--- src/rtl/core/pbpa_pkg.sv ---
// pbpa_pkg: shared types and codes for the paged buffer pool allocator
// no dependencies; imported by the top level and its checker
`timescale 1ns / 1ps
`default_nettype none

package pbpa_pkg;

  typedef enum logic [1:0] {
    ST_OK      = 2'd0,
    ST_NOBUF   = 2'd1,
    ST_DOUBLE  = 2'd2,
    ST_CORRUPT = 2'd3
  } pbpa_status_t;

  typedef enum logic {
    OP_ALLOC = 1'b0,
    OP_FREE  = 1'b1
  } pbpa_op_t;

  typedef enum logic [3:0] {
    S_IDLE,
    S_A_CHK,
    S_W_RD,
    S_W_CHK,
    S_F_CHK,
    S_M_PV,
    S_M_NX,
    S_L_RD,
    S_L_WR,
    S_RESP
  } pbpa_state_t;

  // relink sequence when a wholly free page moves behind the top
  typedef enum logic [2:0] {
    LK_PV_NEXT    = 3'd0,
    LK_NX_PREV    = 3'd1,
    LK_AFTER      = 3'd2,
    LK_PG_PREV    = 3'd3,
    LK_PG_NEXT    = 3'd4,
    LK_TOP_NEXT   = 3'd5,
    LK_AFTER_PREV = 3'd6
  } pbpa_step_t;

endpackage

`default_nettype wire

--- src/rtl/core/paged_buffer_pool_allocator.sv ---
// paged_buffer_pool_allocator: slot usage and page metadata kept in two rams
// depends on pbpa_pkg and pbpa_ram
// allocate reads the top page; when it fills, a walk over the ring looks for the next page
//   with a free slot; free rewrites the page, and may relink it when it becomes wholly free
// one request in flight; the ring walk and relink sequence over the metadata ram set the rate
// a finished result sits in the output register while the next request is taken
// reset (synchronous, rst_n low) empties the pool at once through per-page valid bits
`timescale 1ns / 1ps
`default_nettype none

module paged_buffer_pool_allocator
  import pbpa_pkg::*;
#(
  parameter int PAGES          = 4,
  parameter int SLOTS_PER_PAGE = 8
) (
  input  wire logic                                         clk,
  input  wire logic                                         rst_n,
  input  wire logic                                         in_valid,
  output logic                                              in_stall,
  input  wire logic                                         in_opcode,
  input  wire logic [$clog2(PAGES)-1:0]                     in_page_in,
  input  wire logic [$clog2(SLOTS_PER_PAGE)-1:0]            in_slot_in,
  output logic                                              out_valid,
  input  wire logic                                         out_stall,
  output logic [1:0]                                        out_status,
  output logic [$clog2(PAGES)-1:0]                          out_page_out,
  output logic [$clog2(SLOTS_PER_PAGE)-1:0]                 out_slot_out,
  output logic [$clog2(PAGES*SLOTS_PER_PAGE+1)-1:0]         out_available_out
);

  localparam int PW    = $clog2(PAGES);
  localparam int SW    = $clog2(SLOTS_PER_PAGE);
  localparam int CW    = $clog2(SLOTS_PER_PAGE + 1);
  localparam int AW    = $clog2(PAGES * SLOTS_PER_PAGE + 1);
  localparam int KW    = $clog2(PAGES + 1);
  localparam int TOTAL = PAGES * SLOTS_PER_PAGE;
  localparam int P_LO  = 0;
  localparam int N_LO  = PW;
  localparam int H_LO  = 2 * PW;
  localparam int C_LO  = 2 * PW + SW;
  localparam int MW    = 2 * PW + SW + CW;

  localparam logic [CW-1:0] FULL_CNT = CW'(SLOTS_PER_PAGE);

  function automatic logic [MW-1:0] meta_rst(input logic [PW-1:0] i);
    logic [PW-1:0] nx;
    logic [PW-1:0] pv;
    nx = ({1'b0, i} + (PW+1)'(1) == (PW+1)'(PAGES)) ? '0 : PW'(i + PW'(1));
    pv = (i == '0) ? PW'(PAGES - 1) : PW'(i - PW'(1));
    return {FULL_CNT, SW'(0), nx, pv};
  endfunction

  function automatic logic [SLOTS_PER_PAGE-1:0] slot_sel(input logic [SW-1:0] s);
    return SLOTS_PER_PAGE'(1) << s;
  endfunction

  pbpa_state_t state_r, state_nxt;
  pbpa_step_t  step_r, step_nxt;

  logic [PW-1:0]  pg_r, pg_nxt, top_r, top_nxt, walk_p_r, walk_p_nxt;
  logic [PW-1:0]  pv_r, pv_nxt, nx_r, nx_nxt, after_r, after_nxt;
  logic [SW-1:0]  sl_r, sl_nxt;
  logic [KW-1:0]  walk_k_r, walk_k_nxt;
  logic [AW-1:0]  avail_r, avail_nxt;
  logic           pvfull_r, pvfull_nxt;
  pbpa_status_t   res_status_r, res_status_nxt;
  logic [PW-1:0]  res_page_r, res_page_nxt;
  logic [SW-1:0]  res_slot_r, res_slot_nxt;

  logic           out_valid_r, out_valid_nxt;
  logic [1:0]     out_status_r, out_status_nxt;
  logic [PW-1:0]  out_page_r, out_page_nxt;
  logic [SW-1:0]  out_slot_r, out_slot_nxt;
  logic [AW-1:0]  out_avail_r, out_avail_nxt;

  logic [PAGES-1:0] row_vld_r, meta_vld_r;
  logic [PW-1:0]    meta_ra_r;
  logic             row_vq_r, meta_vq_r;

  // ram ports
  logic                      row_we, meta_we;
  logic [PW-1:0]             row_waddr, row_raddr, meta_waddr, meta_raddr;
  logic [SLOTS_PER_PAGE-1:0] row_wdata, row_rdata, row_q;
  logic [MW-1:0]             meta_wdata, meta_rdata, meta_q;

  pbpa_ram #(.W(SLOTS_PER_PAGE), .D(PAGES)) u_row_ram (
    .clk   (clk),
    .we    (row_we),
    .waddr (row_waddr),
    .wdata (row_wdata),
    .raddr (row_raddr),
    .rdata (row_rdata)
  );

  pbpa_ram #(.W(MW), .D(PAGES)) u_meta_ram (
    .clk   (clk),
    .we    (meta_we),
    .waddr (meta_waddr),
    .wdata (meta_wdata),
    .raddr (meta_raddr),
    .rdata (meta_rdata)
  );

  // never-written pages read as their reset contents
  assign row_q  = row_vq_r  ? row_rdata  : '0;
  assign meta_q = meta_vq_r ? meta_rdata : meta_rst(meta_ra_r);

  logic [CW-1:0] mq_cnt;
  logic [SW-1:0] mq_hint;
  logic [PW-1:0] mq_nxt, mq_prv;
  assign mq_cnt  = meta_q[C_LO +: CW];
  assign mq_hint = meta_q[H_LO +: SW];
  assign mq_nxt  = meta_q[N_LO +: PW];
  assign mq_prv  = meta_q[P_LO +: PW];

  // circular search for the next free slot after the taken one
  logic [SLOTS_PER_PAGE-1:0] taken_row;
  logic                      scan_found;
  logic [SW-1:0]             scan_idx;
  assign taken_row = row_q | slot_sel(mq_hint);

  always_comb begin
    int s;
    scan_found = 1'b0;
    scan_idx   = '0;
    for (int k = SLOTS_PER_PAGE - 1; k >= 1; k--) begin
      s = int'(mq_hint) + k;
      if (s >= SLOTS_PER_PAGE) s = s - SLOTS_PER_PAGE;
      if (!taken_row[s]) begin
        scan_found = 1'b1;
        scan_idx   = SW'(s);
      end
    end
  end

  // relink step target and value
  logic [PW-1:0] lk_addr, lk_val;
  logic          lk_is_next;
  always_comb begin
    lk_addr    = pg_r;
    lk_val     = pg_r;
    lk_is_next = 1'b0;
    case (step_r)
      LK_PV_NEXT:    begin lk_addr = pv_r;    lk_val = nx_r;    lk_is_next = 1'b1; end
      LK_NX_PREV:    begin lk_addr = nx_r;    lk_val = pv_r;    end
      LK_AFTER:      begin lk_addr = top_r;   lk_val = pg_r;    end
      LK_PG_PREV:    begin lk_addr = pg_r;    lk_val = top_r;   end
      LK_PG_NEXT:    begin lk_addr = pg_r;    lk_val = after_r; lk_is_next = 1'b1; end
      LK_TOP_NEXT:   begin lk_addr = top_r;   lk_val = pg_r;    lk_is_next = 1'b1; end
      LK_AFTER_PREV: begin lk_addr = after_r; lk_val = pg_r;    end
      default:       begin lk_addr = pg_r;    lk_val = pg_r;    end
    endcase
  end

  logic          hint_ok, hint_used, slot_used_f, can_load;
  logic [CW-1:0] cnt_dec, cnt_inc;
  assign hint_ok     = {1'b0, mq_hint} < (SW+1)'(SLOTS_PER_PAGE);
  assign hint_used   = |(row_q & slot_sel(mq_hint));
  assign slot_used_f = |(row_q & slot_sel(sl_r));
  assign cnt_dec     = mq_cnt - CW'(1);
  assign cnt_inc     = mq_cnt + CW'(1);
  assign can_load    = !out_valid_r || !out_stall;

  assign in_stall = (state_r != S_IDLE);

  always_comb begin
    state_nxt      = state_r;
    step_nxt       = step_r;
    pg_nxt         = pg_r;
    sl_nxt         = sl_r;
    top_nxt        = top_r;
    walk_p_nxt     = walk_p_r;
    walk_k_nxt     = walk_k_r;
    pv_nxt         = pv_r;
    nx_nxt         = nx_r;
    after_nxt      = after_r;
    avail_nxt      = avail_r;
    pvfull_nxt     = pvfull_r;
    res_status_nxt = res_status_r;
    res_page_nxt   = res_page_r;
    res_slot_nxt   = res_slot_r;
    out_valid_nxt  = out_valid_r && out_stall;
    out_status_nxt = out_status_r;
    out_page_nxt   = out_page_r;
    out_slot_nxt   = out_slot_r;
    out_avail_nxt  = out_avail_r;
    row_we         = 1'b0;
    row_waddr      = pg_r;
    row_wdata      = row_q;
    row_raddr      = pg_r;
    meta_we        = 1'b0;
    meta_waddr     = pg_r;
    meta_wdata     = meta_q;
    meta_raddr     = walk_p_r;

    case (state_r)
      S_IDLE: begin
        if (in_valid) begin
          res_page_nxt = '0;
          res_slot_nxt = '0;
          if (in_opcode == OP_ALLOC) begin
            if (avail_r == '0) begin
              res_status_nxt = ST_NOBUF;
              state_nxt      = S_RESP;
            end else begin
              pg_nxt     = top_r;
              row_raddr  = top_r;
              meta_raddr = top_r;
              state_nxt  = S_A_CHK;
            end
          end else begin
            pg_nxt = in_page_in;
            sl_nxt = in_slot_in;
            if ({1'b0, in_page_in} >= (PW+1)'(PAGES) ||
                {1'b0, in_slot_in} >= (SW+1)'(SLOTS_PER_PAGE)) begin
              res_status_nxt = ST_CORRUPT;
              state_nxt      = S_RESP;
            end else begin
              row_raddr  = in_page_in;
              meta_raddr = in_page_in;
              state_nxt  = S_F_CHK;
            end
          end
        end
      end

      S_A_CHK: begin
        if (mq_cnt == '0 || !hint_ok || hint_used) begin
          res_status_nxt = ST_CORRUPT;
          state_nxt      = S_RESP;
        end else begin
          row_we       = 1'b1;
          row_wdata    = taken_row;
          avail_nxt    = avail_r - AW'(1);
          res_page_nxt = pg_r;
          res_slot_nxt = mq_hint;
          meta_we      = 1'b1;
          if (cnt_dec != '0) begin
            meta_wdata     = {cnt_dec, scan_found ? scan_idx : mq_hint, mq_nxt, mq_prv};
            res_status_nxt = scan_found ? ST_OK : ST_CORRUPT;
            state_nxt      = S_RESP;
          end else begin
            meta_wdata = {cnt_dec, mq_hint, mq_nxt, mq_prv};
            walk_p_nxt = mq_nxt;
            walk_k_nxt = '0;
            state_nxt  = S_W_RD;
          end
        end
      end

      S_W_RD: begin
        if (walk_p_r == pg_r || walk_k_r == KW'(PAGES)) begin
          res_status_nxt = (avail_r == '0) ? ST_OK : ST_CORRUPT;
          state_nxt      = S_RESP;
        end else begin
          meta_raddr = walk_p_r;
          state_nxt  = S_W_CHK;
        end
      end

      S_W_CHK: begin
        if (mq_cnt != '0) begin
          top_nxt        = walk_p_r;
          res_status_nxt = ST_OK;
          state_nxt      = S_RESP;
        end else begin
          walk_p_nxt = mq_nxt;
          walk_k_nxt = walk_k_r + KW'(1);
          state_nxt  = S_W_RD;
        end
      end

      S_F_CHK: begin
        if (!slot_used_f) begin
          res_status_nxt = ST_DOUBLE;
          state_nxt      = S_RESP;
        end else if (mq_cnt >= FULL_CNT) begin
          res_status_nxt = ST_CORRUPT;
          state_nxt      = S_RESP;
        end else begin
          row_we         = 1'b1;
          row_wdata      = row_q & ~slot_sel(sl_r);
          meta_we        = 1'b1;
          meta_wdata     = {cnt_inc, sl_r, mq_nxt, mq_prv};
          res_status_nxt = ST_OK;
          if (avail_r < AW'(TOTAL)) avail_nxt = avail_r + AW'(1);
          if (cnt_inc != FULL_CNT) begin
            state_nxt = S_RESP;
          end else begin
            pv_nxt     = mq_prv;
            nx_nxt     = mq_nxt;
            meta_raddr = mq_prv;
            state_nxt  = S_M_PV;
          end
        end
      end

      S_M_PV: begin
        pvfull_nxt = (mq_cnt == FULL_CNT);
        meta_raddr = nx_r;
        state_nxt  = S_M_NX;
      end

      S_M_NX: begin
        if (pg_r != top_r && !pvfull_r && mq_cnt != FULL_CNT) begin
          step_nxt  = LK_PV_NEXT;
          state_nxt = S_L_RD;
        end else begin
          if (mq_cnt == FULL_CNT) top_nxt = pg_r;
          state_nxt = S_RESP;
        end
      end

      S_L_RD: begin
        meta_raddr = lk_addr;
        state_nxt  = S_L_WR;
      end

      S_L_WR: begin
        if (step_r == LK_AFTER) begin
          after_nxt = mq_nxt;
        end else begin
          meta_we    = 1'b1;
          meta_waddr = lk_addr;
          meta_wdata = lk_is_next ? {mq_cnt, mq_hint, lk_val, mq_prv}
                                  : {mq_cnt, mq_hint, mq_nxt, lk_val};
        end
        if (step_r == LK_AFTER_PREV) begin
          state_nxt = S_RESP;
        end else begin
          step_nxt  = pbpa_step_t'(step_r + 3'd1);
          state_nxt = S_L_RD;
        end
      end

      S_RESP: begin
        if (can_load) begin
          out_valid_nxt  = 1'b1;
          out_status_nxt = res_status_r;
          out_page_nxt   = res_page_r;
          out_slot_nxt   = res_slot_r;
          out_avail_nxt  = avail_r;
          state_nxt      = S_IDLE;
        end
      end

      default: state_nxt = S_IDLE;
    endcase
  end

  always_ff @(posedge clk) begin
    if (!rst_n) begin
      state_r     <= S_IDLE;
      step_r      <= LK_PV_NEXT;
      top_r       <= '0;
      avail_r     <= AW'(TOTAL);
      out_valid_r <= 1'b0;
      row_vld_r   <= '0;
      meta_vld_r  <= '0;
      row_vq_r    <= 1'b0;
      meta_vq_r   <= 1'b0;
    end else begin
      state_r     <= state_nxt;
      step_r      <= step_nxt;
      top_r       <= top_nxt;
      avail_r     <= avail_nxt;
      out_valid_r <= out_valid_nxt;
      if (row_we)  row_vld_r[row_waddr]   <= 1'b1;
      if (meta_we) meta_vld_r[meta_waddr] <= 1'b1;
      row_vq_r  <= row_vld_r[row_raddr] || (row_we && row_waddr == row_raddr);
      meta_vq_r <= meta_vld_r[meta_raddr] || (meta_we && meta_waddr == meta_raddr);
    end
  end

  always_ff @(posedge clk) begin
    pg_r         <= pg_nxt;
    sl_r         <= sl_nxt;
    walk_p_r     <= walk_p_nxt;
    walk_k_r     <= walk_k_nxt;
    pv_r         <= pv_nxt;
    nx_r         <= nx_nxt;
    after_r      <= after_nxt;
    pvfull_r     <= pvfull_nxt;
    res_status_r <= res_status_nxt;
    res_page_r   <= res_page_nxt;
    res_slot_r   <= res_slot_nxt;
    out_status_r <= out_status_nxt;
    out_page_r   <= out_page_nxt;
    out_slot_r   <= out_slot_nxt;
    out_avail_r  <= out_avail_nxt;
    meta_ra_r    <= meta_raddr;
  end

  assign out_valid         = out_valid_r;
  assign out_status        = out_status_r;
  assign out_page_out      = out_page_r;
  assign out_slot_out      = out_slot_r;
  assign out_available_out = out_avail_r;

endmodule

`default_nettype wire

--- src/rtl/core/pbpa_ram.sv ---
// pbpa_ram: generic single write, single read ram with registered read
// write-first on a same-address read; no dependencies
`timescale 1ns / 1ps
`default_nettype none

module pbpa_ram #(
  parameter int W = 8,
  parameter int D = 4
) (
  input  wire logic                 clk,
  input  wire logic                 we,
  input  wire logic [$clog2(D)-1:0] waddr,
  input  wire logic [W-1:0]         wdata,
  input  wire logic [$clog2(D)-1:0] raddr,
  output logic      [W-1:0]         rdata
);

  logic [W-1:0] mem [D];

  always_ff @(posedge clk) begin
    if (we) begin
      mem[waddr] <= wdata;
    end
    if (we && waddr == raddr) begin
      rdata <= wdata;
    end else begin
      rdata <= mem[raddr];
    end
  end

endmodule

`default_nettype wire

--- config.mk ---
export PLATFORM = sky130hd
export DESIGN_NAME = paged_buffer_pool_allocator
export DESIGN_NICKNAME = d
export VERILOG_FILES = /design/src/rtl/core/pbpa_pkg.sv /design/src/rtl/core/paged_buffer_pool_allocator.sv /design/src/rtl/core/pbpa_ram.sv
export SDC_FILE = /design/constraint.sdc
export NUM_CORES = 1
export LEC_CHECK = 0
export BUFFER_PORTS_ARGS = -buffer_cell sky130_fd_sc_hd__buf_4
export CAP_MARGIN = 20
export CORE_ASPECT_RATIO = 0.5
export CORE_MARGIN = 2
export CORE_UTILIZATION = 40
export CTS_CLUSTER_SIZE = 16
export DETAILED_ROUTE_END_ITERATION = 8
export HOLD_SLACK_MARGIN = 0.06
export PLACE_DENSITY_LB_ADDON = 0.05
export SKIP_LAST_GASP = 1
export SYNTH_ARGS = -nofsm -noshare
export SYNTH_HDL_FRONTEND = slang
export SYNTH_SLANG_ARGS = --single-unit
--- constraint.sdc ---
create_clock -name clk -period 3.87 [get_ports clk]
set_input_delay 0.5805 -clock clk [delete_from_list [all_inputs] [get_ports clk]]
set_output_delay 0.5805 -clock clk [all_outputs]
set_load 0.02 [all_outputs]
Word level (Yosys, flattened, before mapping)
Memory sizes are Yosys's and may differ from the RTL's. A register that Yosys moved wholly into a read port is not among the register bits.
Index checks and enable logic that the tools add are counted.

storage, ports and cells
  bits in registers = 65
  bits in writable memories = 76
  input port bits = 10
  output and inout port bits = 15
  word-level logic and storage cells = 314
  memories = 2

cells by class
  add/sub/neg operators = 23
  magnitude comparators = 22
  equality and inequality tests = 41
  shift-type cells = 2
  mux-type cells = 146
  bitwise gates (word level) = 9
  reductions and logical operators = 44

memory list
  memory          depth  width  rd ports  clocked after Yosys merged registers in  wr ports  RTL line        text
  u_meta_ram.mem  4      11     1         1                                        1         pbpa_ram.sv:18  logic [W-1:0] mem [D];
  u_row_ram.mem   4      8      1         1                                        1         pbpa_ram.sv:18

operators with widths
  kind                   count
  $lt A32 B5 Y1 const B  7
  $mux W32               7
  $mux W2                33
  $mux W4                15
  $mux W3                15
  $mux W11               4
  $pmux W4 S10           1
  $mux W1                36
  $sub A4 B4 Y5 const B  7
  $pmux W11 S3           1
  $ge A4 B4 Y1 const B   8
  $mux W8                4
  $ne A2 B2 Y1 const B   16
  $and A8 B8 Y8          3
  $mux W6                4
  $pmux W2 S4            3
  $bmux W1 S3            7
  $pmux W3 S2            3
  $add A3 B3 Y4 const B  4
  $eq A4 B3 Y1 const B   4
  $pmux W8 S2            1
  $reduce_or A8 Y1       2
  $shl A1 B3 Y8 const A  2
  $eq A3 B3 Y1 const B   5
  other kinds (51)       95

Depth between registers and ports, before layout
Gate-level depths: netlist of the first run.

  word-level depth = 21
  gate-level depth with buffers = 16
  depth with buffers taken out = 14

Hierarchy
From an unflattened synthesis of the first run, not the netlist that was laid out.

second synthesis, totals
  cells, all modules = 701
  area, all modules = 7,948.9 um^2

by module, submodules not included
  module                       instances  cells an instance  area each (um^2)  seq. area each (um^2)
  paged_buffer_pool_allocator  1          590                5,059.9           1,651.6
  pbpa_ram at u_meta_ram       1          63                 1,660.3           1,361.3
  pbpa_ram at u_row_ram        1          48                 1,228.7           1,001.0

Worst setup path after synthesis of the first run
Ideal clock, no wire load.

  path kind = register to register
  from = register, netlist name meta_ra_r[0]
  to = memory u_row_ram.mem[4][0], in the netlist u_row_ram.mem[2][0] (enable)
  library setup time = 0.398 ns
  data arrival time = 3.511 ns
  data required time = 3.472 ns
  setup slack = -0.039 ns
  cell stages (with the launch flop) = 12
  path buffers = 1
  period minus slack after synthesis = 3.909 ns
  path through = dfxtp_1 -> buf_6 -> mux4_1 -> nand2_1 -> inv_2 -> ha_1 -> ha_1 -> a22oi_1 -> a31oi_1 -> nor3b_2 -> nor2_1 -> nor4_1

RTL lines
  what           RTL line
  end, declared  pbpa_ram.sv:18

==> results.md, run 1 <==
- The flow ran to the end, and the final reports show no timing, DRC or antenna violations.
- In the finished design, the share of the clock period the worst path needs comes to 0.946.
- The core region area is 19,300 um2.
- The area growth from synthesis to layout is 17.9%.
- The clock sink total is 141.
- Before antenna repair, the detailed router went through 7 iterations.
- The total power divided by cell area is ~850 nW/um2.
- The family of cells with the greatest summed delay on the critical path is compound AO/OA/AOI/OAI gates.
- The number of placement rows is 36.
- Summing all flip-flop and latch instances after layout gives slightly below 4000 um2.
- The final RePlAce weighted congestion is 0.894.
- Subtracting the final worst setup slack from the clock period gives about 3700 ps.
- At the end of the flow the core is filled with cells to 0.478.
- The floorplan die area is 20,700 um2.
- The prevailing post-synth register cell is sky130_fd_sc_hd__edfxtp_1.
- The worst reg-to-reg setup slack is about 210 ps.
- After technology mapping, the gate count stands at slightly above 700.
- For this run, global-route usage on met2 was measured as 0.322.
- The worst pin sits at a relative slew slack of 0.362.
- Clock-pin slew was measured on the worst setup and hold paths at 60 ps.
- For the final database, setup skew stands at approximately 11 ps.
- After synthesis, the share of flip-flops with an asynchronous set or reset is 0.
- The critical path is of the reg2reg type.
- On the worst path, the slowest cell contributes a delay of ~600 ps.
- The number of endpoints with negative hold slack in the final report is 0.
- The tightest hold path in the finished design has a slack of roughly 330 ps.
- After detailed routing, the number of remaining DRC violations is 0.
- Across the run, the number of max-cap violations was 0.
- After filler insertion, the fill cell instance count of the layout stands at 1,801.
- The tightest min-delay check is of the in2reg type.
- Data arrives at the worst endpoint at ~3800 ps.
- The initial utilization of the core area, before any placement, comes to 0.405.
- The number of flip-flops and latches in the synthesized netlist is 141.
- STA classifies the critical path endpoint as a flop.
- The number of buffer and inverter stages on the critical path is 2.
- Counting distinct cell types in the post-synthesis netlist gives 74.
- The part of the Yosys area used for sequential elements is 0.504.
- The global-route congestion overflow total is 0.
- The number of antenna violations at the first check in global routing is 0.
- For this block, the initial DRC count from the detailed router was roughly 550.
- The count of flip-flops with a built-in enable after synthesis is 111.
- The clock tree from TritonCTS is done.
- The maximum root-to-sink buffer count is 2.
- Walking the worst path, the cells encountered are mux4_1 > nand2_1 > buf_4 > ha_1 > ha_1 > a22oi_1 > a31oi_1 > nand2b_1 > or2_2 > o221ai_1 > a2111oi_0 > buf_4.
- The number of buffers created by CTS is 17.
- The most heavily used metal layer in global routing is met2.
- Setup violations remaining at the end of the flow were counted as 0.
- The completed layout was analyzed and its total power is about 7.8 mW.
- Setup slack closes at ~210 ps.
- The worst setup path is launched from a flop.
- The worst slack after detailed placement is 91.2 ps.
- The met3 usage in global routing is 0.0417.
- The routed design has ~21 mm of wire.
- The average cell area after synthesis is 11.1 um2.
- The die boundary height is 103 um.
- The global-route wire length before repair is about 33 mm.
- The number of global-route vias before repair is about 5,600.
- For this run, the top clock speed supported by timing is around 0.27 GHz.
- The post-synthesis net count is 740.
- The final route contains approximately 6,000 vias.
- The clock tree root driver cell is sky130_fd_sc_hd__clkbuf_16.
- The die span in x is approximately 200 um.
- Clock latency on the worst-skew pair, taken at its later pin, is approximately 420 ps.
- The total number of nets in the final design is 800.
- IR analysis of the VDD net gives a maximum drop of about 0.35 mV.
- The number of inserted diodes is 0.
- The static power due to leakage is 3.40 nW.
- The count of hold buffers inserted by post-cts repair is 0.
- During synthesis, Yosys emitted a total of 0 warnings.
- The required arrival time at the worst endpoint is roughly 4000 ps.
- Setup repair after global routing left no endpoint under its margin.
- The number of non-filler instances in the completed layout is approximately 1,000.
- The number of slew-limit violations in the final report came to 0.
- The maximum number of pins on one net before global-route repair is 24.
- The wire-length estimate of the detail-placed layout is about 16 mm.
- The cell type of the slowest stage on the worst timing path is sky130_fd_sc_hd__mux4_1.
- The synthesized netlist occupies a cell area of 7810 um2.
- The number of vias per cell after detailed routing is approximately 5.6.
- The met1 global-route usage is 0.309.
- 25 I/O pins were placed.
- The largest fanout of any net on the critical path is 8.
- The count of antenna-violating nets left after detailed routing is 0.
- Summing all multi-input logic gate instances after layout gives around 3700 um2.
- The number of placed instances with taps included is 1,010.
- At the pin with the least slew margin, the transition time is roughly 960 ps.
- The global-route usage over all layers is 0.212.
- Dividing the detail-routed wire length by the instance count gives between 20 and 25 um.
- The count of H-tree levels built during CTS is 4.
- The number of buffers inserted by port buffering is 24.
- The fraction of layout instances using a drive strength above 1 is 0.220.
worst reg2reg max path, delay by kind of cell, from the launching register on:
kind / cells / cell delay (ps)
simple gates: 3 / 500
flops: 1 / 370
fa+ha+maj: 2 / 410
compound gates: 4 / 1140
mux: 1 / 600
buf+inv: 2 / 360
sequential cells by signal (all words and copies together) (netlist names), 4 cells and up:
| name | cells |
|---|---|
| u_row_ram.mem | 32 |
| out_available_out | 6 |
| row_vld_r | 4 |
| u_meta_ram.mem | 44 |
| state_r | 4 |
| avail_r | 6 |
| meta_vld_r | 4 |
Yosys cell counts (16+ instances only):
cell | n | area (um2)
sky130_fd_sc_hd__edfxtp_1 | 111 | 3330
sky130_fd_sc_hd__nor2_1 | 85 | 319
sky130_fd_sc_hd__nand2_1 | 49 | 184
sky130_fd_sc_hd__a21oi_1 | 41 | 205
sky130_fd_sc_hd__inv_1 | 31 | 116
sky130_fd_sc_hd__dfxtp_1 | 30 | 601
sky130_fd_sc_hd__mux2i_1 | 29 | 290
sky130_fd_sc_hd__ha_1 | 25 | 313
sky130_fd_sc_hd__clkbuf_1 | 21 | 78.8
sky130_fd_sc_hd__o21ai_0 | 21 | 105
sky130_fd_sc_hd__nor3_1 | 19 | 95.1
sky130_fd_sc_hd__nand3_1 | 18 | 90.1
sky130_fd_sc_hd__mux4_2 | 16 | 360
logic make-up after synthesis:
family,count (synthesis),share of synthesized area
XOR/XNOR,17,0.0191
multiplexers,63,0.115
AO/OA/AOI/OAI,158,0.144
adder cells (fa/ha/maj),26,0.0426
AND/OR/NAND/NOR,233,0.141
flip-flops,141,0.504
buffers and inverters,66,0.0348
report_power, final:
group          total, mW  switching, mW  internal [mW]
combinational       3.71           2.26           1.44
sequential          2.40          0.205           2.19
clock               1.68          0.707          0.972
total               7.79           3.18           4.61
cell usage in the layout, fill, tap and decap left out, drive strengths merged, types with 10 or more instances in the layout:
cell	synthesis	routed
ha	25	25
dfxtp	30	30
nand3	18	18
inv	33	42
nand2	52	52
edfxtp	111	111
buf	11	73
nor3	19	19
mux2i	29	29
mux2	15	15
mux4	19	19
o21ai	22	22
xor2	10	10
a21oi	41	41
clkbuf	21	17
nor2	85	85
layout make-up:
class,count,share of cell area
inverters,34,0.0139
clock inverters,15,0.0189
clock buffers,17,0.0462
flip-flops and latches,141,0.427
repair buffers,73,0.0595
multi-input cells,497,0.398
well taps,266,0.0361
repair_timing:
| action | CTS | global route |
|---|---|---|
| setup buffers | 0 | 1 |
| setup endpoints to repair | 0 | 32 |
| hold endpoints to repair | 0 | 0 |
| gates resized for setup | 0 | 6 |
layer usage:
| metal | up-vias | part of all wire |
|---|---|---|
| met1 | 2887 | 0.51 |
| met2 | 187 | 0.43 |
| met4 | 0 | 0.011 |
| met3 | 20 | 0.051 |
| li1 | 2790 | - |
| met5 | - | 0 |
worst paths after layout:
path	cells after the start	end	start
worst min-delay path	1	sl_r[1]	in_slot_in[1]
worst max-delay path	12	res_status_r[1]	meta_ra_r[0]
worst min register to register	0	out_page_out[0]	res_page_r[0]
worst max register to register	12	res_status_r[1]	meta_ra_r[0]
metrics by stage:
stage	setup TNS, ps	cell area [um2]
after detailed placement	0	8570
after CTS	0	9170
after global routing	0	9210
after floorplan	-820	7820
final	0	9210
after global placement	0	8570
Power figures use the tool's default switching activity.
==> inputs of run 2 (changes only) <==
CORE_ASPECT_RATIO = 1.1   (was 0.5)
==> results.md, run 2 (same netlist as run 1, synthesis figures left out) <==
- The total vias in the final route is just under 6,000.
- The number of primary I/O pins is 25.
- The analysis attributes to cell leakage a power of between 3 and 4 nW.
- The global-route usage over all layers is 0.214.
- Setup violations remaining at the end of the flow were counted as 0.
- In the final layout, the registers with the most flip-flops are u_meta_ram.mem (44), u_row_ram.mem (32).
- For the pin with the worst max-slew slack, the measured transition is about 830 ps.
- The effective utilization at floorplan is 0.408.
- The worst hold path belongs to the class in2reg.
- The first global-routing pass estimated about 33 mm of wire.
- The clock net in this run drives a total of ~140 sinks.
- The top cell types in the final layout, fill and taps aside, are sky130_fd_sc_hd__edfxtp_1, sky130_fd_sc_hd__nor2_1, sky130_fd_sc_hd__buf_4, sky130_fd_sc_hd__nand2_1, sky130_fd_sc_hd__a21oi_1.
- The floorplan step defined a die boundary enclosing around 21,000 um2.
- The number of vias per cell after detailed routing is 5.79.
- The wire-length estimate of the detail-placed layout is 15.8 mm.
- Of the total power, the clock network draws 0.218.
- The register with the most flip-flops in the layout has 44 of them.
- The largest vdd supply drop is 0.394 mV.
- The number of inserted diodes is 0.
- The number of placed instances with taps included is roughly 990.
- The core region area is 19,200 um2.
- Across all register-to-register paths, the minimum setup slack is 130 ps.
- For this run, the detailed router's first-pass iteration total came to 6.
- The total number of nets in the final design is 794.
- The number of buffers created by CTS is 17.
- Entering global routing, the biggest net connects 24 pins.
- Dividing the final minimum period by the clock period gives 0.967.
- The number of global-route vias before repair came to 5,774.
- The upper clock frequency limit is about 0.27 GHz.
- Max-cap violations in this run came to 0.
- For the final database, setup skew stands at ~12 ps.
- Internal power comes to between 4 and 5 mW.
- The critical path endpoint category is a flop.
- In this run the number of H-tree levels came out at 4.
- The number of buffer and inverter stages on the critical path is 3.
- Routability-driven placement finished with a final weighted congestion of 0.924.
- TritonCTS built the clock tree.
- The final routed wire length divided by cell count is a little over 20 um.
- Fill cells in the final layout number about 1,700.
- After routing the design area is approximately 9100 um2.
- The register share of total power is 0.314.
- The number of slew-limit violations in the final report is 0.
- The number of endpoints with negative hold slack in the final report is 0.
- The switching power of the nets is a little over 3 mW.
- Counting along the longest clock path gives a buffer depth of 2.
- The commonest non-fill, non-tap cell in the layout is sky130_fd_sc_hd__edfxtp_1.
- Setup repair after global routing could not meet its margin everywhere.
- The global-route congestion overflow total is 0.
- The worst slew margin relative to its limit is 0.446.
- The die boundary height is roughly 150 um.
- Subtracting the final worst setup slack from the clock period gives 3740 ps.
- The final-layout setup total negative slack is 0 ps.
- The net switching fraction of the power is 0.402.
- The most numerous cell type found on the critical path is sky130_fd_sc_hd__buf_4.
- The completed layout was analyzed and its total power is approximately 7.7 mW.
- On the critical path, the stage with the largest delay is an instance of sky130_fd_sc_hd__mux4_1.
- Walking the worst path, the cells encountered are mux4_1 > nand2_1 > inv_2 > buf_4 > ha_1 > a32oi_2 > a22oi_1 > a211o_1 > a21boi_2 > o221a_2 > a2bb2oi_1 > o22ai_1 > o211ai_1 > buf_4.
- In this run the worst path has a maximum fanout of 10.
- On the worst path, the slowest cell contributes a delay of between 600 and 700 ps.
- The share of total power dissipated in combinational logic is 0.469.
- At the worst endpoint, the required time is ~4000 ps.
- The fraction of layout instances using a drive strength above 1 is 0.211.
- The worst setup path is launched from a flop.
- After clock tree synthesis, the clock-pin slew on the worst setup and hold paths is roughly 60 ps.
- The root buffer cell chosen for the clock tree is sky130_fd_sc_hd__clkbuf_16.
- In this run, the number of DRC markers left after iteration 0 of detailed routing was 432.
- The number of placement rows is between 50 and 60.
- Power spread over the standard cell area amounts to about 850 nW/um2.
- The number of remaining DRC errors is 0.
- The top register by number of flip-flops is u_meta_ram.mem.
- The synthesis-to-layout area growth is 17.0%.
- The clock latency reported for the late side of the worst-skew pair is ~430 ps.
- Input and output buffers added on the ports amount to 24.
- For the worst setup path, the data arrival time is around 4000 ps.
- The number of antenna violations at the first check in global routing came to 0.
- The routed wire length is 21.2 mm.
- The count of nets left with antenna violations once routing finished came out at 0.
- The path type of the worst setup path is reg2reg.
- The die span in x is between 100 and 150 um.
- The total placed instance area is between 8000 and 9000 um2.
- The family of cells with the greatest summed delay on the critical path is compound AO/OA/AOI/OAI gates.
- The flow ran to the end, and the final reports show no timing, DRC or antenna violations.
- The count of cells in the finished layout, fillers not included, comes to a little over 1,000.
## run 2: layout make-up
class	count	area [um2]	share of cell area
well taps	247	309	0.0338
flip-flops and latches	141	3930	0.430
inverters	34	128	0.0140
clock inverters	13	164	0.0179
clock buffers	19	433	0.0474
multi-input cells	497	3670	0.401
repair buffers	67	507	0.0554
## run 2: timing repair
item,in CTS,in global routing
endpoints found under the setup margin,2,54
hold buffers,0,0
gates resized for setup,1,6
pin swaps,0,2
buffers inserted,0,1
## run 2: worst paths after layout
kind / cells after the start / startpoint / end
worst max-delay path: 14 / meta_ra_r[0] / u_meta_ram.mem[3][4]
worst min-delay path: 1 / in_slot_in[2] / sl_r[2]
worst max register to register: 14 / meta_ra_r[0] / u_meta_ram.mem[3][4]
worst min register to register: 0 / res_page_r[0] / out_page_out[0]
## run 2: routing by layer
layer / vias to the layer above / GRT usage / share of wire
li1: 2782 / - / -
met1: 2917 / 0.281 / 0.45
met2: 163 / 0.362 / 0.49
met3: 36 / 0.0303 / 0.039
met4: 0 / 0.0747 / 0.021
met5: - / 0 / 0
## run 2: stage by stage
step,hold WS (ps),util,worst slack [ps]
after floorplan,400,-,-39.1
after global placement,405,0.443,-66.4
after detailed placement,410,0.444,-58.5
after CTS,316,0.475,19.4
after global routing,325,0.477,-34.6
final,330,0.477,127
## run 2: power groups by stage
stage	clock (mW)	sequential, mW	combinational [mW]
3_3_place_gp	0	2.46	3.55
3_5_place_dp	0	2.46	3.57
6_report	1.69	2.43	3.63
5_1_grt	1.77	2.48	3.97
4_1_cts	1.72	2.43	3.60
2_1_floorplan	0	2.33	2.50
## run 2: worst register-to-register path, cell delays in order, from the launching register on
cell	delay [ps]
sky130_fd_sc_hd__dfxtp_1	410
sky130_fd_sc_hd__mux4_1	640
sky130_fd_sc_hd__nand2_1	130
sky130_fd_sc_hd__inv_2	40
sky130_fd_sc_hd__buf_4	160
sky130_fd_sc_hd__ha_1	270
sky130_fd_sc_hd__a32oi_2	250
sky130_fd_sc_hd__a22oi_1	180
sky130_fd_sc_hd__a211o_1	350
sky130_fd_sc_hd__a21boi_2	190
sky130_fd_sc_hd__o221a_2	320
sky130_fd_sc_hd__a2bb2oi_1	130
sky130_fd_sc_hd__o22ai_1	140
sky130_fd_sc_hd__o211ai_1	120
sky130_fd_sc_hd__buf_4	160
